$ cat src/rtl/bra_pkg.sv
// Shared definitions for the bitmap run allocator: field widths, mode codes,
// payload structs and the command/status bundles between controller and datapath.
// No dependencies.
`default_nettype none

package bra_pkg;

  localparam int MAX_BITS_DEF = 4096;

  localparam int CFG_W = 13;  // bits_in_use and any bit count
  localparam int POS_W = 12;  // position and start_index fields
  localparam int LEN_W = 13;  // run_length field
  localparam int IDX_W = 14;  // bit index arithmetic with headroom for pos + len

  localparam logic [CFG_W-1:0] CFG_RESET = 13'd4096;

  localparam logic [1:0] MODE_FILL  = 2'd0;
  localparam logic [1:0] MODE_GET   = 2'd1;
  localparam logic [1:0] MODE_SET   = 2'd2;
  localparam logic [1:0] MODE_ALLOC = 2'd3;

  typedef struct packed {
    logic [1:0]       mode;
    logic [POS_W-1:0] position;
    logic [LEN_W-1:0] run_length;
    logic             bit_value;
  } in_item_t;

  typedef struct packed {
    logic             ok;
    logic [POS_W-1:0] start_index;
    logic             read_bit;
  } out_item_t;

  typedef struct packed {
    logic load;     // capture a new request
    logic clr_wr;   // write zero at the sweep address, advance
    logic fill_wr;  // write the fill byte, advance
    logic rd_byte;  // read the byte at the current address
    logic get_cap;  // capture the addressed bit into the result
    logic set_wr;   // write back the modified byte, advance
    logic scan;     // one step of the run search
  } dp_cmd_t;

  typedef struct packed {
    logic clr_last;
    logic fill_end;
    logic range_empty;
    logic set_last;
    logic scan_hit;
    logic scan_done;
    logic len_zero;
  } dp_sts_t;

endpackage

`default_nettype wire

$ cat src/rtl/bitmap_run_allocator.sv
// Bitmap run allocator: a first-fit allocator over a map of up to MAX_BITS bits,
// held as MAX_BITS/8 bytes in a single-port memory, one byte accessed per clock.
// The block handles one request at a time. After reset a clearing pass zeroes
// every byte, during which in_stall stays high. Fill writes every byte in use,
// get reads one byte, a range write reads and rewrites each byte it touches, and
// allocate scans the bytes in use and, when it finds a run, inverts that run
// through the range writer unless the requested length is zero. The result sits
// in an output register, so the next request is taken as soon as it has been
// handed over.
// Uses bra_pkg, bra_ctrl and bra_dp.
`default_nettype none

module bitmap_run_allocator #(
  parameter int MAX_BITS = bra_pkg::MAX_BITS_DEF
) (
  input  wire                       clk,
  input  wire                       rst_n,
  input  wire                       in_valid,
  output logic                      in_stall,
  input  wire bra_pkg::in_item_t    in_data,
  output logic                      out_valid,
  input  wire                       out_stall,
  output bra_pkg::out_item_t        out_data,
  input  wire                       cfg_wr_en,
  input  wire [bra_pkg::CFG_W-1:0]  cfg_wr_data
);
  import bra_pkg::*;

  dp_cmd_t   cmd;
  dp_sts_t   sts;
  out_item_t res;
  logic      emit;
  logic      out_free;
  logic      out_valid_r;
  out_item_t out_data_r;

  assign out_free = !out_valid_r || !out_stall;

  bra_ctrl u_ctrl (
    .clk      (clk),
    .rst_n    (rst_n),
    .in_valid (in_valid),
    .in_mode  (in_data.mode),
    .in_stall (in_stall),
    .out_free (out_free),
    .emit     (emit),
    .cmd      (cmd),
    .sts      (sts)
  );

  bra_dp #(
    .MAX_BITS (MAX_BITS)
  ) u_dp (
    .clk         (clk),
    .rst_n       (rst_n),
    .cmd         (cmd),
    .sts         (sts),
    .in_data     (in_data),
    .cfg_wr_en   (cfg_wr_en),
    .cfg_wr_data (cfg_wr_data),
    .res         (res)
  );

  always_ff @(posedge clk) begin
    if (!rst_n) begin
      out_valid_r <= 1'b0;
    end else if (emit) begin
      out_valid_r <= 1'b1;
    end else if (!out_stall) begin
      out_valid_r <= 1'b0;
    end
  end

  always_ff @(posedge clk) begin
    if (emit) begin
      out_data_r <= res;
    end
  end

  assign out_valid = out_valid_r;
  assign out_data  = out_data_r;

endmodule

`default_nettype wire

$ cat src/rtl/bra_dp.sv
// Datapath of the bitmap run allocator: byte-wide map memory, address sweep,
// range masking, run search and the result register. Uses bra_pkg.
`default_nettype none

module bra_dp #(
  parameter int MAX_BITS = bra_pkg::MAX_BITS_DEF
) (
  input  wire                          clk,
  input  wire                          rst_n,
  input  wire bra_pkg::dp_cmd_t        cmd,
  output bra_pkg::dp_sts_t             sts,
  input  wire bra_pkg::in_item_t       in_data,
  input  wire                          cfg_wr_en,
  input  wire [bra_pkg::CFG_W-1:0]     cfg_wr_data,
  output bra_pkg::out_item_t           res
);
  import bra_pkg::*;

  localparam int DEPTH = (MAX_BITS + 7) / 8;
  localparam int AW    = (DEPTH > 1) ? $clog2(DEPTH) : 1;
  localparam int CW    = $clog2(DEPTH + 1);
  localparam int NBW   = CFG_W - 2;
  localparam int CMPW  = (CW > NBW) ? CW : NBW;

  logic [7:0]       mem [DEPTH];
  logic [7:0]       rdata_r;
  logic [CFG_W-1:0] bits_r;
  logic [CW-1:0]    addr_r;
  logic [CFG_W-1:0] pos_r;
  logic [LEN_W-1:0] len_r;
  logic             val_r;
  logic [IDX_W-1:0] end_r;
  logic [CFG_W-1:0] run_r;
  logic             scan_vld_r;
  logic [CW-1:0]    scan_byte_r;
  out_item_t        res_r;

  logic [CFG_W-1:0] n;
  logic [NBW-1:0]   nbytes;
  logic [IDX_W-1:0] end_nxt;
  logic [IDX_W-1:0] sum;
  logic [LEN_W-1:0] need;
  logic [7:0]       smask;
  logic [7:0]       set_byte;
  logic             hit;
  logic [IDX_W-1:0] hit_start;
  logic [CFG_W-1:0] run_out;
  logic             fill_end;
  logic             mem_we;
  logic             mem_re;
  logic [7:0]       wdata;

  // Managed size saturates at the map capacity
  assign n        = (32'(bits_r) > MAX_BITS) ? CFG_W'(MAX_BITS) : bits_r;
  assign nbytes   = NBW'((IDX_W'(n) + IDX_W'(7)) >> 3);
  assign fill_end = CMPW'(addr_r) >= CMPW'(nbytes);
  assign need     = (len_r == '0) ? LEN_W'(1) : len_r;
  assign sum      = IDX_W'(pos_r) + IDX_W'(len_r);
  assign end_nxt  = (sum > IDX_W'(n)) ? IDX_W'(n) : sum;

  always_comb begin : set_mask
    logic [IDX_W-1:0] bi;
    bi = '0;
    for (int j = 0; j < 8; j++) begin
      bi       = (IDX_W'(addr_r) << 3) | IDX_W'(j);
      smask[j] = (bi >= IDX_W'(pos_r)) && (bi < end_r);
    end
    set_byte = val_r ? (rdata_r | smask) : (rdata_r & ~smask);
  end

  // Run search over one byte: bits past the map end never match
  always_comb begin : run_search
    logic [IDX_W-1:0] bi;
    logic [IDX_W-1:0] runj;
    logic [3:0]       loc;
    logic             all;
    logic             m;
    bi        = '0;
    runj      = '0;
    loc       = '0;
    all       = 1'b1;
    m         = 1'b0;
    hit       = 1'b0;
    hit_start = '0;
    for (int j = 0; j < 8; j++) begin
      bi   = (IDX_W'(scan_byte_r) << 3) | IDX_W'(j);
      m    = (rdata_r[j] == val_r) && (bi < IDX_W'(n));
      loc  = m ? loc + 4'd1 : 4'd0;
      all  = all & m;
      runj = all ? IDX_W'(run_r) + IDX_W'(loc) : IDX_W'(loc);
      if (!hit && (runj >= IDX_W'(need))) begin
        hit       = 1'b1;
        hit_start = bi + IDX_W'(1) - IDX_W'(need);
      end
    end
    run_out = CFG_W'(runj);
  end

  assign sts.clr_last    = addr_r == CW'(DEPTH - 1);
  assign sts.fill_end    = fill_end;
  assign sts.range_empty = (pos_r >= n) || (len_r == '0);
  assign sts.set_last    = CMPW'(addr_r) == CMPW'((end_r - IDX_W'(1)) >> 3);
  assign sts.scan_hit    = scan_vld_r && hit;
  assign sts.scan_done   = !scan_vld_r && fill_end;
  assign sts.len_zero    = len_r == '0;

  assign mem_we = cmd.clr_wr | cmd.fill_wr | cmd.set_wr;
  assign mem_re = cmd.rd_byte | (cmd.scan && !fill_end);

  always_comb begin
    priority if (cmd.clr_wr) begin
      wdata = 8'h00;
    end else if (cmd.fill_wr) begin
      wdata = {8{val_r}};
    end else begin
      wdata = set_byte;
    end
  end

  always_ff @(posedge clk) begin
    if (mem_we) begin
      mem[addr_r[AW-1:0]] <= wdata;
    end
    if (mem_re) begin
      rdata_r <= mem[addr_r[AW-1:0]];
    end
  end

  always_ff @(posedge clk) begin
    if (!rst_n) begin
      bits_r <= CFG_RESET;
    end else if (cfg_wr_en) begin
      bits_r <= cfg_wr_data;
    end
  end

  always_ff @(posedge clk) begin
    if (!rst_n) begin
      addr_r     <= '0;
      scan_vld_r <= 1'b0;
    end else begin
      priority if (cmd.load) begin
        scan_vld_r <= 1'b0;
        if (in_data.mode == MODE_GET || in_data.mode == MODE_SET) begin
          addr_r <= CW'(in_data.position >> 3);
        end else begin
          addr_r <= '0;
        end
      end else if (cmd.clr_wr || cmd.fill_wr || cmd.set_wr) begin
        addr_r <= addr_r + CW'(1);
      end else if (cmd.scan) begin
        if (sts.scan_hit) begin
          addr_r     <= CW'(hit_start >> 3);
          scan_vld_r <= 1'b0;
        end else begin
          scan_vld_r <= !fill_end;
          if (!fill_end) begin
            addr_r <= addr_r + CW'(1);
          end
        end
      end
    end
  end

  always_ff @(posedge clk) begin
    end_r <= end_nxt;
    if (cmd.load) begin
      pos_r <= CFG_W'(in_data.position);
      len_r <= in_data.run_length;
      val_r <= in_data.bit_value;
      run_r <= '0;
      res_r <= '{ok: 1'b1, start_index: '0, read_bit: 1'b0};
    end else if (cmd.get_cap) begin
      res_r.read_bit <= (pos_r < n) ? rdata_r[pos_r[2:0]] : 1'b0;
    end else if (cmd.scan) begin
      scan_byte_r <= addr_r;
      if (sts.scan_hit) begin
        // Reuse the range writer to invert the run just found
        pos_r             <= CFG_W'(hit_start);
        val_r             <= ~val_r;
        res_r.start_index <= POS_W'(hit_start);
      end else if (sts.scan_done) begin
        res_r.ok <= 1'b0;
      end else if (scan_vld_r) begin
        run_r <= run_out;
      end
    end
  end

  assign res = res_r;

endmodule

`default_nettype wire

$ cat src/rtl/bra_ctrl.sv
// Controller of the bitmap run allocator: sequences clearing, fill, get, range
// write and run search through the datapath. Uses bra_pkg.
`default_nettype none

module bra_ctrl (
  input  wire                    clk,
  input  wire                    rst_n,
  input  wire                    in_valid,
  input  wire [1:0]              in_mode,
  output logic                   in_stall,
  input  wire                    out_free,
  output logic                   emit,
  output bra_pkg::dp_cmd_t       cmd,
  input  wire bra_pkg::dp_sts_t  sts
);
  import bra_pkg::*;

  localparam logic [3:0] S_CLEAR = 4'd0;
  localparam logic [3:0] S_IDLE  = 4'd1;
  localparam logic [3:0] S_FILL  = 4'd2;
  localparam logic [3:0] S_GRD   = 4'd3;
  localparam logic [3:0] S_GCAP  = 4'd4;
  localparam logic [3:0] S_SRD   = 4'd5;
  localparam logic [3:0] S_SWR   = 4'd6;
  localparam logic [3:0] S_SCAN  = 4'd7;
  localparam logic [3:0] S_DONE  = 4'd8;

  logic [3:0] state_r;
  logic [3:0] state_nxt;

  always_ff @(posedge clk) begin
    if (!rst_n) begin
      state_r <= S_CLEAR;
    end else begin
      state_r <= state_nxt;
    end
  end

  assign in_stall = state_r != S_IDLE;

  always_comb begin
    state_nxt = state_r;
    cmd       = '0;
    emit      = 1'b0;
    unique case (state_r)
      S_CLEAR: begin
        cmd.clr_wr = 1'b1;
        if (sts.clr_last) begin
          state_nxt = S_IDLE;
        end
      end
      S_IDLE: begin
        if (in_valid) begin
          cmd.load = 1'b1;
          unique case (in_mode)
            MODE_FILL:  state_nxt = S_FILL;
            MODE_GET:   state_nxt = S_GRD;
            MODE_SET:   state_nxt = S_SRD;
            MODE_ALLOC: state_nxt = S_SCAN;
            default:    state_nxt = S_IDLE;
          endcase
        end
      end
      S_FILL: begin
        if (sts.fill_end) begin
          state_nxt = S_DONE;
        end else begin
          cmd.fill_wr = 1'b1;
        end
      end
      S_GRD: begin
        cmd.rd_byte = 1'b1;
        state_nxt   = S_GCAP;
      end
      S_GCAP: begin
        cmd.get_cap = 1'b1;
        state_nxt   = S_DONE;
      end
      S_SRD: begin
        if (sts.range_empty) begin
          state_nxt = S_DONE;
        end else begin
          cmd.rd_byte = 1'b1;
          state_nxt   = S_SWR;
        end
      end
      S_SWR: begin
        cmd.set_wr = 1'b1;
        state_nxt  = sts.set_last ? S_DONE : S_SRD;
      end
      S_SCAN: begin
        cmd.scan = 1'b1;
        if (sts.scan_hit) begin
          state_nxt = sts.len_zero ? S_DONE : S_SRD;
        end else if (sts.scan_done) begin
          state_nxt = S_DONE;
        end
      end
      S_DONE: begin
        // Hold the result until the output register can take it
        if (out_free) begin
          emit      = 1'b1;
          state_nxt = S_IDLE;
        end
      end
      default: begin
        state_nxt = S_IDLE;
      end
    endcase
  end

endmodule

`default_nettype wire

$ cat config.mk
export PLATFORM = sky130hd
export DESIGN_NAME = bitmap_run_allocator
export DESIGN_NICKNAME = d
export VERILOG_FILES = /design/src/rtl/bra_pkg.sv /design/src/rtl/bitmap_run_allocator.sv /design/src/rtl/bra_dp.sv /design/src/rtl/bra_ctrl.sv
export SDC_FILE = /design/constraint.sdc
export NUM_CORES = 2
export LEC_CHECK = 0
export ABC_AREA = 0
export BUFFER_PORTS_ARGS = -buffer_cell sky130_fd_sc_hd__buf_4
export CORE_ASPECT_RATIO = 1.75
export CORE_MARGIN = 2
export CORE_UTILIZATION = 37
export CTS_BUF_LIST = sky130_fd_sc_hd__clkbuf_4 sky130_fd_sc_hd__clkbuf_8
export CTS_CLUSTER_SIZE = 30
export DETAILED_ROUTE_END_ITERATION = 7
export SLEW_MARGIN = 20
export SYNTH_ARGS = -nofsm -noshare
export SYNTH_HDL_FRONTEND = slang
export SYNTH_HIERARCHICAL = 1
export SYNTH_SLANG_ARGS = --single-unit
$ cat constraint.sdc
create_clock -name clk -period 26.7 [get_ports clk]
set_input_delay 2.67 -clock clk [delete_from_list [all_inputs] [get_ports clk]]
set_output_delay 2.67 -clock clk [all_outputs]
set_load 0.02 [all_outputs]
==> results_dict.tcl <==
set metrics [dict create \
    tightestPinTransition_ns 1.345 \
    skew_ns 0.1166 \
    cp_data_required_time_ns 27.77 \
    post_cts.repair.setup_buffers 0 \
    port-buffer-count 61 \
    tritoncts.num_buffers 579 \
    layout.cells.most_common_list "sky130_fd_sc_hd__edfxtp_1 (4,154), sky130_fd_sc_hd__mux4_2 (1,333), sky130_fd_sc_hd__nor2_1 (733)" \
    final_net_count 9342 \
    post-route-drc-count 0 \
    worstSetupStartpointType "flop" \
    n_fill_cell 41050 \
    mappedNetlistNets 9009 \
    cts.repair.resized 0 \
    outcome "complete, no violations" \
    grt-ovfl-total 0 \
    cts_root_buf "sky130_fd_sc_hd__clkbuf_8" \
    core.rowCount 333 \
    clock_latency_ns 1.14 \
    floorplan.core_area_um2 470000 \
    fin_setup_tns_ns 0 \
    synthesis.area_per_instance_um2 20.09 \
    flip_flop_and_latch_area_um2 126200 \
    cpMostUsedCell "sky130_fd_sc_hd__ha_1" \
    vdd_ir_drop_max_mv 0.05030 \
    die_area_um2 477900 \
    synth_seq_cells 4225 \
    grt_max_degree 222 \
    first_drt_pass_iteration_count 8 \
    cts_tree "built" \
    path_class "flop to flop" \
    timing.max_slew.rel_slack_pct 10.32 \
    vias_per_cell 5.639 \
    cp_data_arrival_time_ns 13.85 \
    grt_first_pass_wirelength_mm 692.0 \
    gp_routability_congestion 0.9504 \
    critical_path.slowest_cell "sky130_fd_sc_hd__dfxtp_1" \
    number_of_distinct_library_cells_after_synthesis 110 \
    net_sw_share_pct 26.90 \
    cts_sinks 4225 \
    dpl.hpwl_mm 305.3 \
    cp_launch_point "u_dp/bits_r[12]" \
    power.density_nw_per_um2 76.83 \
    power_leakage_nw 60.87 \
    die_h_um 913.0 \
    clock_tree.htree_level_count 6 \
    ios 62 \
    track_usage_pct 20.11 \
    commonest_non_fill_non_tap_cell_in_the_layout "sky130_fd_sc_hd__edfxtp_1" \
    internal_power_mw 10.91 \
    antenna_left 0 \
    report.final.hold_viol_count 0 \
    initial_core_utilization_pct 37.17 \
    worst_hold_path_type "flop to flop" \
    cts-hold-fix-buffers 0 \
    async_reset_ff_share_pct 0 \
    clock_power_share_pct 33.3 \
    synthesis.area_um2 174700 \
    fmax_mhz 78.28 \
    final-instance-count-excl-fill 15680 \
    rsz0062_at_grt "false" \
    syn2layout_area_growth_pct 11.22 \
    timing.critical_path.slowest_cell_delay_ns 0.75 \
    clk_path_buf_depth 4 \
    via_count 88440 \
    synth-warning-count 6 \
    most_used_flip_flop_cell_after_synthesis "sky130_fd_sc_hd__edfxtp_1" \
    post_synthesis_instance_total 8697 \
    critical_path.reg2reg.startpoint "u_dp/bits_r[12]" \
    setup_viol_count_final 0 \
    drv_slew 0 \
    min_from "u_dp/res[13]" \
    sw_pwr_mw 4.015 \
    placed_cells 14640 \
    path_clk_slew_ns 0.07 \
    p_seq_share_pct 49.7 \
    post_dp_cell_area_um2 182800 \
    power.total_mw 14.93 \
    type_of_element_capturing_the_critical_path "flop" \
    grt_pass1_vias 93050 \
    finalCritPeriodShare_pct 47.85 \
    totalWireLength_mm 486.4 \
    power_frac_comb_pct 17.1 \
    path_max_fanout 18 \
    period_minus_slack_ns 12.78 \
    layout.cell_area.non_filler_um2 194300 \
    initial_antenna_violation_count 14 \
    synth-seq-area-share_pct 72.22 \
    die_width_um 523.4 \
    synth_edf_count 4154 \
    maxCapViolCount 0 \
    layout-drive-gt1-share_pct 27.51 \
    detailedRoute.firstIterationViolations 8115 \
    post_drt_wl_per_cell_um 31.02 \
    combined_area_of_the_multi_input_logic_cells_um2 46300 \
]
## cell usage after synthesis, drive strengths merged, types with 12 or more instances
library cell / number / area [um^2]
inv: 117 / 439.2
o21a: 24 / 180.2
nand3: 67 / 340.3
clkbuf: 308 / 1157
o21ai: 142 / 721.9
a22o: 15 / 131.4
nand3b: 12 / 90.09
and3: 28 / 176.4
xor2: 56 / 490.5
buf: 192 / 882.1
dfxtp: 71 / 1421
mux2: 30 / 337.8
fa: 17 / 340.3
o22ai: 17 / 106.4
nand2: 257 / 982.2
edfxtp: 4154 / 124700
nor3: 56 / 300.3
a22oi: 14 / 105.1
a211oi: 21 / 162.6
xnor2: 98 / 858.3
a21oi: 177 / 885.9
o211ai: 21 / 157.7
ha: 249 / 3115
or3: 35 / 234.0
nor2b: 48 / 300.3
or2: 13 / 81.32
nor4: 24 / 177.7
a21o: 52 / 390.4
nand4: 33 / 212.7
and2: 16 / 100.1
a31oi: 28 / 175.2
mux4: 1333 / 30020
nor2: 748 / 2844
mux2i: 42 / 432.9
nand2b: 21 / 131.4
## per-layer routing
layer | global-route usage [%] | vias up | routed length [um]
li1 | - | 36570 | -
met1 | 22.14 | 47430 | 166700
met2 | 37.10 | 3411 | 264700
met3 | 2.816 | 1023 | 26230
met4 | 10.82 | 6 | 28740
met5 | 0 | - | 48
## metrics by stage
| step | hold slack, ns | util (%) | worst slack (ns) |
|---|---|---|---|
| after detailed placement | 0.4403 | 38.90 | 14.25 |
| after CTS | 0.4571 | 41.30 | 14.21 |
| final | 0.4554 | 41.34 | 13.92 |
| after global routing | 0.4745 | 41.33 | 13.27 |
| after global placement | 0.4361 | 38.89 | 14.49 |
| after floorplan | 0.4030 | - | 7.452 |
## final timing paths
kind                                       to  slack (ns)  depth (start not counted)
worst min-delay path             u_dp/res[13]        0.46                          2
worst max register to register  u_dp/run_r[8]       13.92                         43
worst max-delay path            u_dp/run_r[8]       13.92                         43
worst min register to register   u_dp/res[13]        0.46                          2
## power by group through the flow
stage	registers, mW	logic [mW]	clock network [mW]
after floorplan	7.61	1.55	0
final	7.41	2.55	4.97
after detailed placement	7.55	2.58	0
after global routing	7.41	2.63	5.33
after global placement	7.55	2.55	0
after CTS	7.41	2.58	5.09
## state kept, by name, summed over array words and instances, names as in the netlist
name              count
u_dp/bits_r          13
u_dp/end_r           14
u_dp/res             14
u_ctrl/state_r        4
u_dp/rdata_r          8
u_dp/mem           4096
u_dp/run_r           13
u_dp/addr_r          10
u_dp/scan_byte_r     10
u_dp/scan_vld_r       1
u_dp/pos_r           13
out_valid             1
u_dp/val_r            1
u_dp/len_r           13
out_data             14
## final cells by class
class	instances	share of cell area, %
sequential	4225	64.95
clock inverter	249	0.8926
tap	6197	3.991
clock buffer	771	4.927
antenna	18	0.02318
inverter	119	0.2299
timing repair buffer	252	1.155
multi-input combinational	3853	23.83
## kinds of logic (layout without fill, tap and decap cells)
logic type	Yosys count	after routing	share of synthesized area [%]
adders and majority gates	266	266	1.978
muxes	1405	1405	17.63
AOI/OAI and AO/OA	635	635	2.380
other	1	19	0.002147
buffers and inverters	619	1391	1.423
and+or+nand+nor	1392	1392	3.596
DFF	4225	4225	72.22
xor gates and xnor gates	154	154	0.7721
## worst max-delay path, delay by kind of cell (launching register included)
kind | cells | cell delay [ns]
simple gates | 19 | 4.57
compound gates | 10 | 3.26
fa+ha+maj | 8 | 2.38
buf+inv | 4 | 1.35
flops | 1 | 0.75
xor+xnor | 2 | 0.33
Note: power is estimated with default switching activity, not from simulation.
